### src/design/tmps_pkg.sv
// tmps_pkg: shared types and constants for the triangle minimum path sum block
// holds default sizes, status codes and the controller/datapath command structs
// no dependencies
`default_nettype none

package tmps_pkg;

    // default sizes
    localparam int MAX_ROWS_DEF  = 256;
    localparam int ELEM_BITS_DEF = 16;
    localparam int SUM_BITS_DEF  = 24;

    // result status codes
    typedef logic [1:0] t_status;
    localparam t_status STATUS_OK   = 2'd0;
    localparam t_status STATUS_ROWS = 2'd1;
    localparam t_status STATUS_SAT  = 2'd2;

    // controller to datapath
    typedef struct packed {
        logic load;     // input transaction accepted this cycle
        logic setup;    // latch sweep geometry, clear load counters
        logic issue;    // launch one sweep step
        logic result;   // capture result into the output register
    } t_cmd;

    // datapath to controller
    typedef struct packed {
        logic last_issue;   // current sweep step is the apex element
    } t_sts;

endpackage

`default_nettype wire

### src/design/tmps_ctrl.sv
// tmps_ctrl: control state machine for the triangle minimum path sum block
// sequences load, sweep and result hand-off; uses tmps_pkg
`default_nettype none

module tmps_ctrl (
    input  wire logic          i_clk,
    input  wire logic          i_rst_n,
    input  wire logic          i_in_valid,
    input  wire logic          i_in_last,
    output logic               o_in_stall,
    output logic               o_out_valid,
    input  wire logic          i_out_stall,
    input  wire tmps_pkg::t_sts i_sts,
    output tmps_pkg::t_cmd     o_cmd
);
    import tmps_pkg::*;

    typedef enum logic [2:0] {
        S_LOAD,
        S_SETUP,
        S_SWEEP,
        S_DRAIN,
        S_FINISH
    } t_state;

    t_state r_state;
    logic   r_out_valid;

    always_comb begin
        o_cmd.load   = (r_state == S_LOAD) && i_in_valid;
        o_cmd.setup  = (r_state == S_SETUP);
        o_cmd.issue  = (r_state == S_SWEEP);
        o_cmd.result = (r_state == S_FINISH) && (!r_out_valid || !i_out_stall);
    end

    assign o_in_stall  = (r_state != S_LOAD);
    assign o_out_valid = r_out_valid;

    always_ff @(posedge i_clk) begin
        if (!i_rst_n) begin
            r_state     <= S_LOAD;
            r_out_valid <= 1'b0;
        end else begin
            case (r_state)
                S_LOAD: begin
                    if (o_cmd.load && i_in_last) begin
                        r_state <= S_SETUP;
                    end
                end
                S_SETUP: begin
                    r_state <= S_SWEEP;
                end
                S_SWEEP: begin
                    if (i_sts.last_issue) begin
                        r_state <= S_DRAIN;
                    end
                end
                S_DRAIN: begin
                    r_state <= S_FINISH;
                end
                S_FINISH: begin
                    if (o_cmd.result) begin
                        r_state <= S_LOAD;
                    end
                end
                default: begin
                    r_state <= S_LOAD;
                end
            endcase

            if (o_cmd.result) begin
                r_out_valid <= 1'b1;
            end else if (!i_out_stall) begin
                r_out_valid <= 1'b0;
            end
        end
    end

endmodule

`default_nettype wire

### config.mk
export PLATFORM = sky130hd
export DESIGN_NAME = tmps_ctrl
export DESIGN_NICKNAME = d
export VERILOG_FILES = /design/src/design/tmps_pkg.sv /design/src/design/tmps_ctrl.sv
export SDC_FILE = /design/constraint.sdc
export NUM_CORES = 1
export LEC_CHECK = 0
export BUFFER_PORTS_ARGS = -buffer_cell sky130_fd_sc_hd__buf_2
export CAP_MARGIN = 20
export CORE_AREA = 10 10 47 49
export CTS_CLUSTER_SIZE = 8
export DETAILED_ROUTE_END_ITERATION = 12
export DIE_AREA = 0 0 57 59
export PLACE_DENSITY = 0.34
export RECOVER_POWER = 50
export SETUP_SLACK_MARGIN = 0.2
export SLEW_MARGIN = 30
export SYNTH_ARGS = -nofsm -noshare
export SYNTH_HDL_FRONTEND = slang
export SYNTH_SLANG_ARGS = --single-unit
export TNS_END_PERCENT = 10
### constraint.sdc
create_clock -name i_clk -period 3 [get_ports i_clk]
set_input_delay 0.3 -clock i_clk [delete_from_list [all_inputs] [get_ports i_clk]]
set_output_delay 0.3 -clock i_clk [all_outputs]
set_load 0.1 [all_outputs]
==> results of run 1 <==
==> cell families (layout without fill, tap and decap cells) <==
family | Yosys count | count (layout)
AO/OA/AOI/OAI | 4 | 4
XOR/XNOR | 1 | 1
buffers and inverters | 2 | 16
flip-flops | 4 | 4
AND/OR/NAND/NOR | 11 | 11
==> worst register-to-register path, stage by stage (launching register included) <==
cell and delay, ns:
sky130_fd_sc_hd__dfxtp_1 0.40, sky130_fd_sc_hd__or3b_1 0.42, sky130_fd_sc_hd__o32ai_1 0.26
==> report_power, final <==
part / switching [mW] / internal (mW)
Clock: 0.0226 / 0.0448
Sequential: 0.00371 / 0.0558
Combinational: 0.0503 / 0.0115
==> Yosys cell counts, drive strengths merged <==
cell type and count:
nor3b 1, a21oi 2, xnor2 1, or3b 1, inv 2, o32ai 1
nand3b 1, a2111oi 1, nand2 3, nand2b 1, dfxtp 4, nor3 1
or3 1, nor2 2
==> path summary, 6_finish.rpt <==
kind,cells after the start,startpoint,to,slack (ns)
worst max register to register,2,r_state[2],r_state[2],1.83
worst min-delay path,3,i_sts,r_state[0],0.35
worst max-delay path,3,r_state[2],o_cmd[0],1.08
worst min register to register,2,o_out_valid,o_out_valid,0.50
==> metal layers <==
| metal | GRT usage (%) | vias up |
|---|---|---|
| li1 | - | 108 |
| met1 | 4.74 | 84 |
| met2 | 2.79 | 14 |
| met3 | 3.86 | 4 |
| met4 | 5.03 | 0 |
| met5 | 0 | - |
==> cell type report <==
| type | instances | area share, % |
|---|---|---|
| Inverter | 2 | 2.63 |
| Tap cell | 16 | 7.02 |
| Timing Repair Buffer | 11 | 18.9 |
| Sequential cell | 4 | 28.1 |
| Clock buffer | 3 | 7.89 |
| Multi-Input combinational cell | 16 | 35.5 |
==> sequential cells by signal, summed over array words and instances (netlist names) <==
register     flops
r_state          3
o_out_valid      1
==> tab_implementation.tex, run 1 <==
\begin{tabular}{lr}
\hline
Metric & Value \\
\hline
\multicolumn{2}{l}{\textbf{Global routing}} \\
\quad Global route total overflow & 0 \\
\quad Number of global-route vias before repair & 202 \\
\quad Largest net degree at the start of global routing & 9 \\
\quad GRT Resource Usage Total & 3.93\% \\
\quad Global-route wire length before repair & 972 µm \\
\quad Number of antenna violations at the first check in global routing & 0 \\
\multicolumn{2}{l}{\textbf{Timing}} \\
\quad Post-Route Hold Slack & 0.348 ns \\
\quad Number of hold violations in the final report & 0 \\
\quad Post-layout worst setup margin & 1.08 ns \\
\quad Max-slew violations & 0 \\
\quad Worst Max-Slew Pin Slew & 1.18 ns \\
\quad Fin Clk Skew & 0.00239 ns \\
\quad Worst slew margin relative to its limit & 21.8\% \\
\quad Total negative slack & 0 ns \\
\quad Upper clock frequency limit & 0.522 GHz \\
\quad Setup repair after global routing missed its margin & no \\
\quad Final worst path period need & 1.92 ns \\
\quad Final setup violating endpoints & 0 \\
\quad Period Utilization, post-route & 63.9\% \\
\multicolumn{2}{l}{\textbf{CTS}} \\
\quad CTS Root Cell & sky130\_fd\_sc\_hd\_\_clkbuf\_4 \\
\quad Number of levels in the clock H-tree & 1 \\
\quad Buffer count from post-CTS setup fixing & 0 \\
\quad Number of sinks on the clock net & 4 \\
\quad CTS tree & built \\
\quad Hold bufs inserted after CTS & 0 \\
\quad Worst skew pair latency & 0.24 ns \\
\quad Clock slew seen by the registers of the worst setup and hold paths & 0.04 ns \\
\quad Post-CTS sizing & 0 \\
\quad Max Root-Sink Buffers & 2 \\
\quad Number of buffers created by CTS & 3 \\
\multicolumn{2}{l}{\textbf{Place}} \\
\quad Final GP Congestion & 0.696 \\
\quad Dpl cell area & 275 µm² \\
\quad Setup slack at placement & 1.33 ns \\
\quad DP Cell Count & 49 \\
\quad Count of input and output buffers & 11 \\
\quad Detailed-placement wirelength estimate & 464 µm \\
\multicolumn{2}{l}{\textbf{Layout}} \\
\quad Final std cell area, no fill & 285 µm² \\
\quad Area added between synthesis and finish & 46.2\% \\
\quad Final cell count without fillers & 52 \\
\quad Layout Nets & 44 \\
\quad N\_diodes & 0 \\
\quad Total of fill cells in the finished design & 171 \\
\quad Utilization after layout & 20.4\% \\
\quad Commonest non-fill, non-tap cells in the layout & 10 x sky130\_fd\_sc\_hd\_\_buf\_2, 4 x sky130\_fd\_sc\_hd\_\_dfxtp\_1, 3 x sky130\_fd\_sc\_hd\_\_nand2\_1, 3 x sky130\_fd\_sc\_hd\_\_clkbuf\_4 \\
\quad Most common cell after layout, fill and taps aside & sky130\_fd\_sc\_hd\_\_buf\_2 \\
\quad Footprint of the flip-flops and latches & 80.1 µm² \\
\quad Area of the multi-input gates & 101 µm² \\
\quad Share of final-layout standard cells stronger than drive strength 1 & 38.9\% \\
\multicolumn{2}{l}{\textbf{Critical path}} \\
\quad Sort of element at the end of the critical path & primary output \\
\quad Crit Path Max Fanout & 6 \\
\quad Critical path arrival & 1.62 ns \\
\quad Buf/Inv on CP & 1 \\
\quad Slowest cell on the critical path & sky130\_fd\_sc\_hd\_\_buf\_2 \\
\quad Element type at the critical path start & flop \\
\quad Kind of critical path & reg -> out \\
\quad Delay-heaviest family, CP & buffers and inverters \\
\quad Required time reported for the critical path endpoint & 2.70 ns \\
\quad Critical Path, Cell by Cell & or3b\_1, a21oi\_1, buf\_2 \\
\quad Critical path's largest stage delay & 0.44 ns \\
\multicolumn{2}{l}{\textbf{Synth}} \\
\quad Synth area leaders & sky130\_fd\_sc\_hd\_\_dfxtp\_1 41\%, sky130\_fd\_sc\_hd\_\_o32ai\_2 8.3\%, sky130\_fd\_sc\_hd\_\_nand2\_1 5.8\% \\
\quad Distinct cells, synth & 14 \\
\quad Share of synthesized cell area in and, or, nand and nor gates & 32.1\% \\
\quad Fraction of the yosys area taken by sequential cells & 41.0\% \\
\quad Xor-xnor portion of the synthesized cell area & 4.49\% \\
\quad Largest area contributor in the netlist & sky130\_fd\_sc\_hd\_\_dfxtp\_1 \\
\quad Number of storage elements in the synthesis netlist & 4 \\
\quad Post-synthesis adder-cell area fraction & 0\% \\
\quad Count of warnings emitted by yosys & 0 \\
\quad Share of cell area taken by muxes after synthesis & 0\% \\
\quad Total nets after synthesis & 28 \\
\quad Syn Inst Count & 22 \\
\quad Mean instance size in the synthesized netlist & 8.87 µm² \\
\quad Netlist area before placement & 195 µm² \\
\quad Main combinational cell family by area after synthesis & simple AND/OR/NAND/NOR gates \\
\quad Share of the synthesized area in compound gates (AO/OA/AOI/OAI) & 18.6\% \\
\quad Fraction of post-synthesis cell area in the top cell type by area & 41.0\% \\
\multicolumn{2}{l}{\textbf{Flow run}} \\
\quad Max-cap violation count & 0 \\
\multicolumn{2}{l}{\textbf{Detailed routing}} \\
\quad Vias & 210 \\
\quad Post-Route WL & 542 µm \\
\quad Drt via density & 4.04 \\
\quad Topmost layer with routed signal wires & met4 \\
\quad Drt first-iter violations & 4 \\
\quad WL met2 & 125 µm \\
\quad First-pass iteration count of the detailed router & 2 \\
\quad Routed length on met3 & 114 µm \\
\quad Average routed wire per standard cell & 10.4 µm \\
\quad DRT met1 WL & 279 µm \\
\quad DR DRC count & 0 \\
\quad Antenna-violating nets left & 0 \\
\multicolumn{2}{l}{\textbf{Die}} \\
\quad Placeable core region & 0.00140 mm² \\
\quad Chip width & 57 µm \\
\quad Rows & 14 \\
\quad Effective utilization at floorplan & 13.9\% \\
\quad Total Die Area & 0.00336 mm² \\
\quad Die Span Y & 59 µm \\
\quad Count of pins on the block boundary & 12 \\
\multicolumn{2}{l}{\textbf{Power}} \\
\quad Peak supply drop & 0.144 mV \\
\quad Total Power Consumption & 0.189 mW \\
\quad Power per unit of standard cell area & 662 mW/mm² \\
\quad Leakage dissipation & 0.133 nW \\
\multicolumn{2}{l}{\textbf{Status}} \\
\quad Result of the run & complete, no violations \\
\multicolumn{2}{l}{\textbf{Hold path}} \\
\quad HP Class & in -> reg \\
\hline
\end{tabular}
No activity file was read; power rests on OpenSTA's default activity.
==> run 2, diff against run 1 <==
- PLACE_DENSITY: 0.34 -> 0.35
- clock period: 3 -> 1.75 ns (I/O delays scaled with it)
==> tab_implementation.tex, run 2 (synthesis results as in run 1) <==
\begin{tabular}{lr}
\hline
Metric & Value \\
\hline
\multicolumn{2}{l}{\textbf{Detailed routing}} \\
\quad Post-Route WL & 565 µm \\
\quad DR DRC count & 0 \\
\quad First-pass iteration count of the detailed router & 1 \\
\quad Drt via density & 3.92 \\
\quad Vias & 204 \\
\quad Average routed wire per standard cell & 10.9 µm \\
\quad Antenna-violating nets left & 0 \\
\quad Drt first-iter violations & 0 \\
\multicolumn{2}{l}{\textbf{Global routing}} \\
\quad Global route total overflow & 0 \\
\quad Number of antenna violations at the first check in global routing & 0 \\
\quad Global-route wire length before repair & 938 µm \\
\quad Number of global-route vias before repair & 224 \\
\quad GRT Resource Usage Total & 3.67\% \\
\quad Largest net degree at the start of global routing & 9 \\
\multicolumn{2}{l}{\textbf{CTS}} \\
\quad CTS Root Cell & sky130\_fd\_sc\_hd\_\_clkbuf\_4 \\
\quad Number of levels in the clock H-tree & 1 \\
\quad Clock slew seen by the registers of the worst setup and hold paths & 0.04 ns \\
\quad CTS tree & built \\
\quad Number of sinks on the clock net & 4 \\
\quad Worst skew pair latency & 0.23 ns \\
\quad Max Root-Sink Buffers & 2 \\
\quad Hold bufs inserted after CTS & 0 \\
\quad Number of buffers created by CTS & 3 \\
\quad Buffer count from post-CTS setup fixing & 0 \\
\quad Post-CTS sizing & 2 \\
\multicolumn{2}{l}{\textbf{Die}} \\
\quad Chip width & 57 µm \\
\quad Count of pins on the block boundary & 12 \\
\quad Rows & 14 \\
\quad Total Die Area & 0.00336 mm² \\
\quad Placeable core region & 0.00140 mm² \\
\quad Die Span Y & 59 µm \\
\quad Effective utilization at floorplan & 13.9\% \\
\multicolumn{2}{l}{\textbf{Layout}} \\
\quad Max FFs per register & 3 \\
\quad Share of final-layout standard cells stronger than drive strength 1 & 58.3\% \\
\quad Total of fill cells in the finished design & 166 \\
\quad Most common cell after layout, fill and taps aside & sky130\_fd\_sc\_hd\_\_buf\_2 \\
\quad Commonest non-fill, non-tap cells in the layout & 7 x sky130\_fd\_sc\_hd\_\_buf\_2, 4 x sky130\_fd\_sc\_hd\_\_clkbuf\_4, 3 x sky130\_fd\_sc\_hd\_\_nand2\_1 \\
\quad Layout Nets & 44 \\
\quad Final std cell area, no fill & 348 µm² \\
\quad Area added between synthesis and finish & 78.2\% \\
\quad Register with the highest flop count & r\_state \\
\quad N\_diodes & 0 \\
\multicolumn{2}{l}{\textbf{Timing}} \\
\quad Max-slew violations & 0 \\
\quad Setup repair after global routing missed its margin & yes \\
\quad Worst Max-Slew Pin Slew & 0.545 ns \\
\quad Upper clock frequency limit & 0.641 GHz \\
\quad Post-layout worst setup margin & 0.190 ns \\
\quad Final worst path period need & 1.56 ns \\
\quad Worst slew margin relative to its limit & 63.8\% \\
\quad Fin Clk Skew & 0.00158 ns \\
\quad Period Utilization, post-route & 89.1\% \\
\quad Final setup violating endpoints & 0 \\
\quad Number of hold violations in the final report & 0 \\
\multicolumn{2}{l}{\textbf{Critical path}} \\
\quad Required time reported for the critical path endpoint & 1.57 ns \\
\quad Sort of element at the end of the critical path & primary output \\
\quad R2R Setup Slk & 0.61 ns \\
\quad Kind of critical path & reg -> out \\
\quad Launch point of the worst reg-to-reg path & r\_state[1] \\
\quad Worst reg2reg path endpoint & r\_state[2] \\
\quad Depth of the most critical reg-to-reg path & 2 \\
\quad Critical path arrival & 1.38 ns \\
\quad Crit Path Max Fanout & 8 \\
\quad Element type at the critical path start & flop \\
\multicolumn{2}{l}{\textbf{Place}} \\
\quad Count of input and output buffers & 11 \\
\quad Final GP Congestion & 0.745 \\
\quad Setup slack at placement & 0.353 ns \\
\quad Dpl cell area & 320 µm² \\
\quad Detailed-placement wirelength estimate & 482 µm \\
\multicolumn{2}{l}{\textbf{Power}} \\
\quad Leakage dissipation & 0.146 nW \\
\quad Peak supply drop & 0.295 mV \\
\quad Power per unit of standard cell area & 974 mW/mm² \\
\multicolumn{2}{l}{\textbf{Status}} \\
\quad Result of the run & complete, no violations \\
\multicolumn{2}{l}{\textbf{Hold path}} \\
\quad WHS Endpoint & r\_state[2] \\
\quad HP Class & in -> reg \\
\quad Worst Hold Path Cells & 3 \\
\quad Launch instance of the worst min-delay path & i\_rst\_n \\
\multicolumn{2}{l}{\textbf{Flow run}} \\
\quad Max-cap violation count & 0 \\
\hline
\end{tabular}
-- run 2: cell types whose count changed in the layout (fill, tap and decap cells not counted), sizes merged --
cell,before,now
clkbuf,4,5
buf,10,9
-- run 2: stage by stage --
stage / utilization (%) / cells / total power [mW] / hold slack (ns) / setup TNS (ns)
after floorplan: - / 22 / 0.199 / 0.331 / -0.346
after global placement: 22.9 / 49 / 0.229 / 0.445 / 0
after detailed placement: 22.9 / 49 / 0.230 / 0.452 / 0
after CTS: 24.8 / 52 / 0.349 / 0.203 / 0
after global routing: 24.8 / 52 / 0.364 / 0.221 / 0
final: 24.8 / 52 / 0.339 / 0.217 / 0
-- run 2: layout make-up --
class	count	area [µm²]	area share, %
Clock buffer	3	22.5	6.47
Multi-Input combinational cell	16	128	36.7
Timing Repair Buffer	11	87.6	25.2
Tap cell	16	20.0	5.76
Inverter	2	7.51	2.16
Sequential cell	4	82.6	23.7
-- run 2: where the power goes --
group	switching [mW]	total (mW)	internal [mW]	leakage, nW
combinational	0.0916	0.126	0.0340	0.0987
sequential	0.00745	0.104	0.0963	0.0334
clock	0.0330	0.109	0.0764	0.0138
total	0.132	0.339	0.207	0.146
-- run 2: how the worst max path moves through the flow --
stage / from / end / slack (ns) / cells past startpoint
floorplan: o_out_valid / o_cmd[0] / -0.13 / 1
global placement: r_state[1] / o_cmd[3] / 0.37 / 3
detailed placement: r_state[1] / o_cmd[3] / 0.35 / 3
CTS: r_state[2] / o_cmd[0] / 0.15 / 3
global route: r_state[0] / o_cmd[0] / 0.14 / 3
finish: r_state[1] / o_cmd[0] / 0.19 / 3
-- run 2: worst max-delay path: stages (launching register included) --
cell,delay (ns)
sky130_fd_sc_hd__dfxtp_2,0.35
sky130_fd_sc_hd__or3b_1,0.46
sky130_fd_sc_hd__a21oi_4,0.16
sky130_fd_sc_hd__buf_12,0.18
-- run 2: layer usage --
layer | vias up | GRT usage [%] | wire, µm | share of wire [%]
li1 | 106 | - | - | -
met1 | 93 | 3.33 | 207 | 37
met2 | 5 | 5.89 | 327 | 58
met3 | 0 | 1.50 | 31 | 5.5
met4 | 0 | 4.03 | 0 | 0
met5 | - | 0 | 0 | 0
==> run 3, diff against run 2 <==
- CELL_PAD_IN_SITES_DETAIL_PLACEMENT: unset -> 1
- CELL_PAD_IN_SITES_GLOBAL_PLACEMENT: unset -> 1
- PLACE_DENSITY: 0.35 -> 0.44
- SLEW_MARGIN: 30 -> 20
- clock period: 1.75 -> 1.93 ns (I/O delays scaled with it)
==> tab_implementation.tex, run 3 (synthesis results as in run 1) <==
\begin{tabular}{lr}
\hline
Metric & Value \\
\hline
\multicolumn{2}{l}{\textbf{Status}} \\
\quad Result of the run & complete, no violations \\
\multicolumn{2}{l}{\textbf{Timing}} \\
\quad Worst Max-Slew Pin Slew & 0.544 ns \\
\quad Number of hold violations in the final report & 0 \\
\quad Post-Route Hold Slack & 0.226 ns \\
\quad Setup repair after global routing missed its margin & no \\
\quad Final worst path period need & 1.64 ns \\
\quad Max-slew violations & 0 \\
\quad Total negative slack & 0 ns \\
\quad Worst slew margin relative to its limit & 63.9\% \\
\quad Upper clock frequency limit & 0.609 GHz \\
\quad Final setup violating endpoints & 0 \\
\quad Fin Clk Skew & 0.00495 ns \\
\quad Period Utilization, post-route & 85.1\% \\
\multicolumn{2}{l}{\textbf{Die}} \\
\quad Effective utilization at floorplan & 13.9\% \\
\quad Rows & 14 \\
\quad Total Die Area & 0.00336 mm² \\
\quad Chip width & 57 µm \\
\quad Die Span Y & 59 µm \\
\quad Count of pins on the block boundary & 12 \\
\quad Placeable core region & 0.00140 mm² \\
\multicolumn{2}{l}{\textbf{Critical path}} \\
\quad Launch point of the worst reg-to-reg path & r\_state[1] \\
\quad Worst reg2reg path endpoint & r\_state[2] \\
\quad Critical path arrival & 1.45 ns \\
\quad Sort of element at the end of the critical path & primary output \\
\quad Worst setup path endpoint & o\_cmd[3] \\
\quad Kind of critical path & reg -> out \\
\quad Crit Path Max Fanout & 8 \\
\quad Depth of the most critical reg-to-reg path & 2 \\
\quad Origin of the worst setup path & r\_state[1] \\
\quad R2R Setup Slk & 0.78 ns \\
\quad Required time reported for the critical path endpoint & 1.74 ns \\
\quad Element type at the critical path start & flop \\
\multicolumn{2}{l}{\textbf{Detailed routing}} \\
\quad Drt via density & 4.12 \\
\quad DR DRC count & 0 \\
\quad Post-Route WL & 597 µm \\
\quad Vias & 214 \\
\quad Average routed wire per standard cell & 11.5 µm \\
\quad Antenna-violating nets left & 0 \\
\quad First-pass iteration count of the detailed router & 1 \\
\quad Drt first-iter violations & 0 \\
\multicolumn{2}{l}{\textbf{Layout}} \\
\quad Utilization after layout & 23.0\% \\
\quad Max FFs per register & 3 \\
\quad Layout Nets & 44 \\
\quad N\_diodes & 0 \\
\quad Area added between synthesis and finish & 65.4\% \\
\quad Final cell count without fillers & 52 \\
\quad Commonest non-fill, non-tap cells in the layout & 8 x sky130\_fd\_sc\_hd\_\_buf\_2, 4 x sky130\_fd\_sc\_hd\_\_dfxtp\_1, 3 x sky130\_fd\_sc\_hd\_\_nand2\_1, 3 x sky130\_fd\_sc\_hd\_\_clkbuf\_4, 2 x sky130\_fd\_sc\_hd\_\_inv\_1 \\
\quad Share of final-layout standard cells stronger than drive strength 1 & 52.8\% \\
\quad Register with the highest flop count & r\_state \\
\quad Most common cell after layout, fill and taps aside & sky130\_fd\_sc\_hd\_\_buf\_2 \\
\quad Final std cell area, no fill & 323 µm² \\
\multicolumn{2}{l}{\textbf{Place}} \\
\quad DP Cell Count & 49 \\
\quad Detailed-placement wirelength estimate & 499 µm \\
\quad Final GP Congestion & 0.659 \\
\quad Count of input and output buffers & 11 \\
\quad Dpl cell area & 305 µm² \\
\multicolumn{2}{l}{\textbf{Global routing}} \\
\quad Global-route wire length before repair & 1050 µm \\
\quad Largest net degree at the start of global routing & 9 \\
\quad GRT Resource Usage Total & 4.28\% \\
\quad Global route total overflow & 0 \\
\quad Number of global-route vias before repair & 242 \\
\quad Number of antenna violations at the first check in global routing & 0 \\
\multicolumn{2}{l}{\textbf{CTS}} \\
\quad Hold bufs inserted after CTS & 0 \\
\quad Max Root-Sink Buffers & 2 \\
\quad Worst skew pair latency & 0.23 ns \\
\quad CTS tree & built \\
\quad CTS Root Cell & sky130\_fd\_sc\_hd\_\_clkbuf\_4 \\
\quad Number of sinks on the clock net & 4 \\
\quad Number of levels in the clock H-tree & 1 \\
\quad Number of buffers created by CTS & 3 \\
\quad Clock slew seen by the registers of the worst setup and hold paths & 0.04 ns \\
\multicolumn{2}{l}{\textbf{Power}} \\
\quad Peak supply drop & 0.222 mV \\
\quad Power per unit of standard cell area & 947 mW/mm² \\
\quad Leakage dissipation & 0.143 nW \\
\multicolumn{2}{l}{\textbf{Flow run}} \\
\quad Max-cap violation count & 0 \\
\multicolumn{2}{l}{\textbf{Hold path}} \\
\quad HP Class & in -> reg \\
\quad Launch instance of the worst min-delay path & i\_rst\_n \\
\hline
\end{tabular}
==> run 3: cell type report <==
class / instances / area, µm²
well taps: 16 / 20.0
multi-input cells: 16 / 116
clock buffers: 3 / 22.5
fillers: 178 / 1080
repair buffers: 11 / 76.3
inverters: 2 / 7.51
flip-flops and latches: 4 / 80.1
==> run 3: timing repair <==
action                                 in CTS  in global routing
setup buffers                               0                  0
setup endpoints to repair                   1                  1
endpoints found under the hold margin       0                  0
gates resized for setup                     1                  1
pin swaps                                   0                  0
==> run 3: worst min path at each step <==
stage / end / slack [ns] / cells past startpoint
after floorplan: r_state[0] / 0.35 / 2
after global placement: r_state[2] / 0.46 / 3
after detailed placement: r_state[2] / 0.47 / 3
after CTS: r_state[2] / 0.22 / 3
after global routing: r_state[2] / 0.23 / 3
final: r_state[2] / 0.23 / 3
==> run 3: per-layer routing <==
layer / up-vias / track usage (%) / routed length (µm)
met5: - / 0 / 0
met4: 0 / 5.03 / 10
met3: 2 / 3.00 / 64
met2: 10 / 5.74 / 259
met1: 96 / 3.91 / 263
li1: 106 / - / -
==> run 3: critical path: stages (launching register included) <==
cell and delay, ns:
sky130_fd_sc_hd__dfxtp_1 0.38, sky130_fd_sc_hd__or3_2 0.52, sky130_fd_sc_hd__nor2_4 0.14, sky130_fd_sc_hd__buf_12 0.18
==> run 3: per-stage QoR <==
step	power [mW]	setup WS, ns
finish	0.306	0.287
global route	0.326	0.200
CTS	0.315	0.253
detailed placement	0.208	0.379
global placement	0.207	0.383
floorplan	0.181	0.0308
==> run 3: power breakdown <==
group | internal [mW] | switching, mW
Sequential | 0.0869 | 0.00688
Combinational | 0.0279 | 0.0829
Clock | 0.0693 | 0.0317
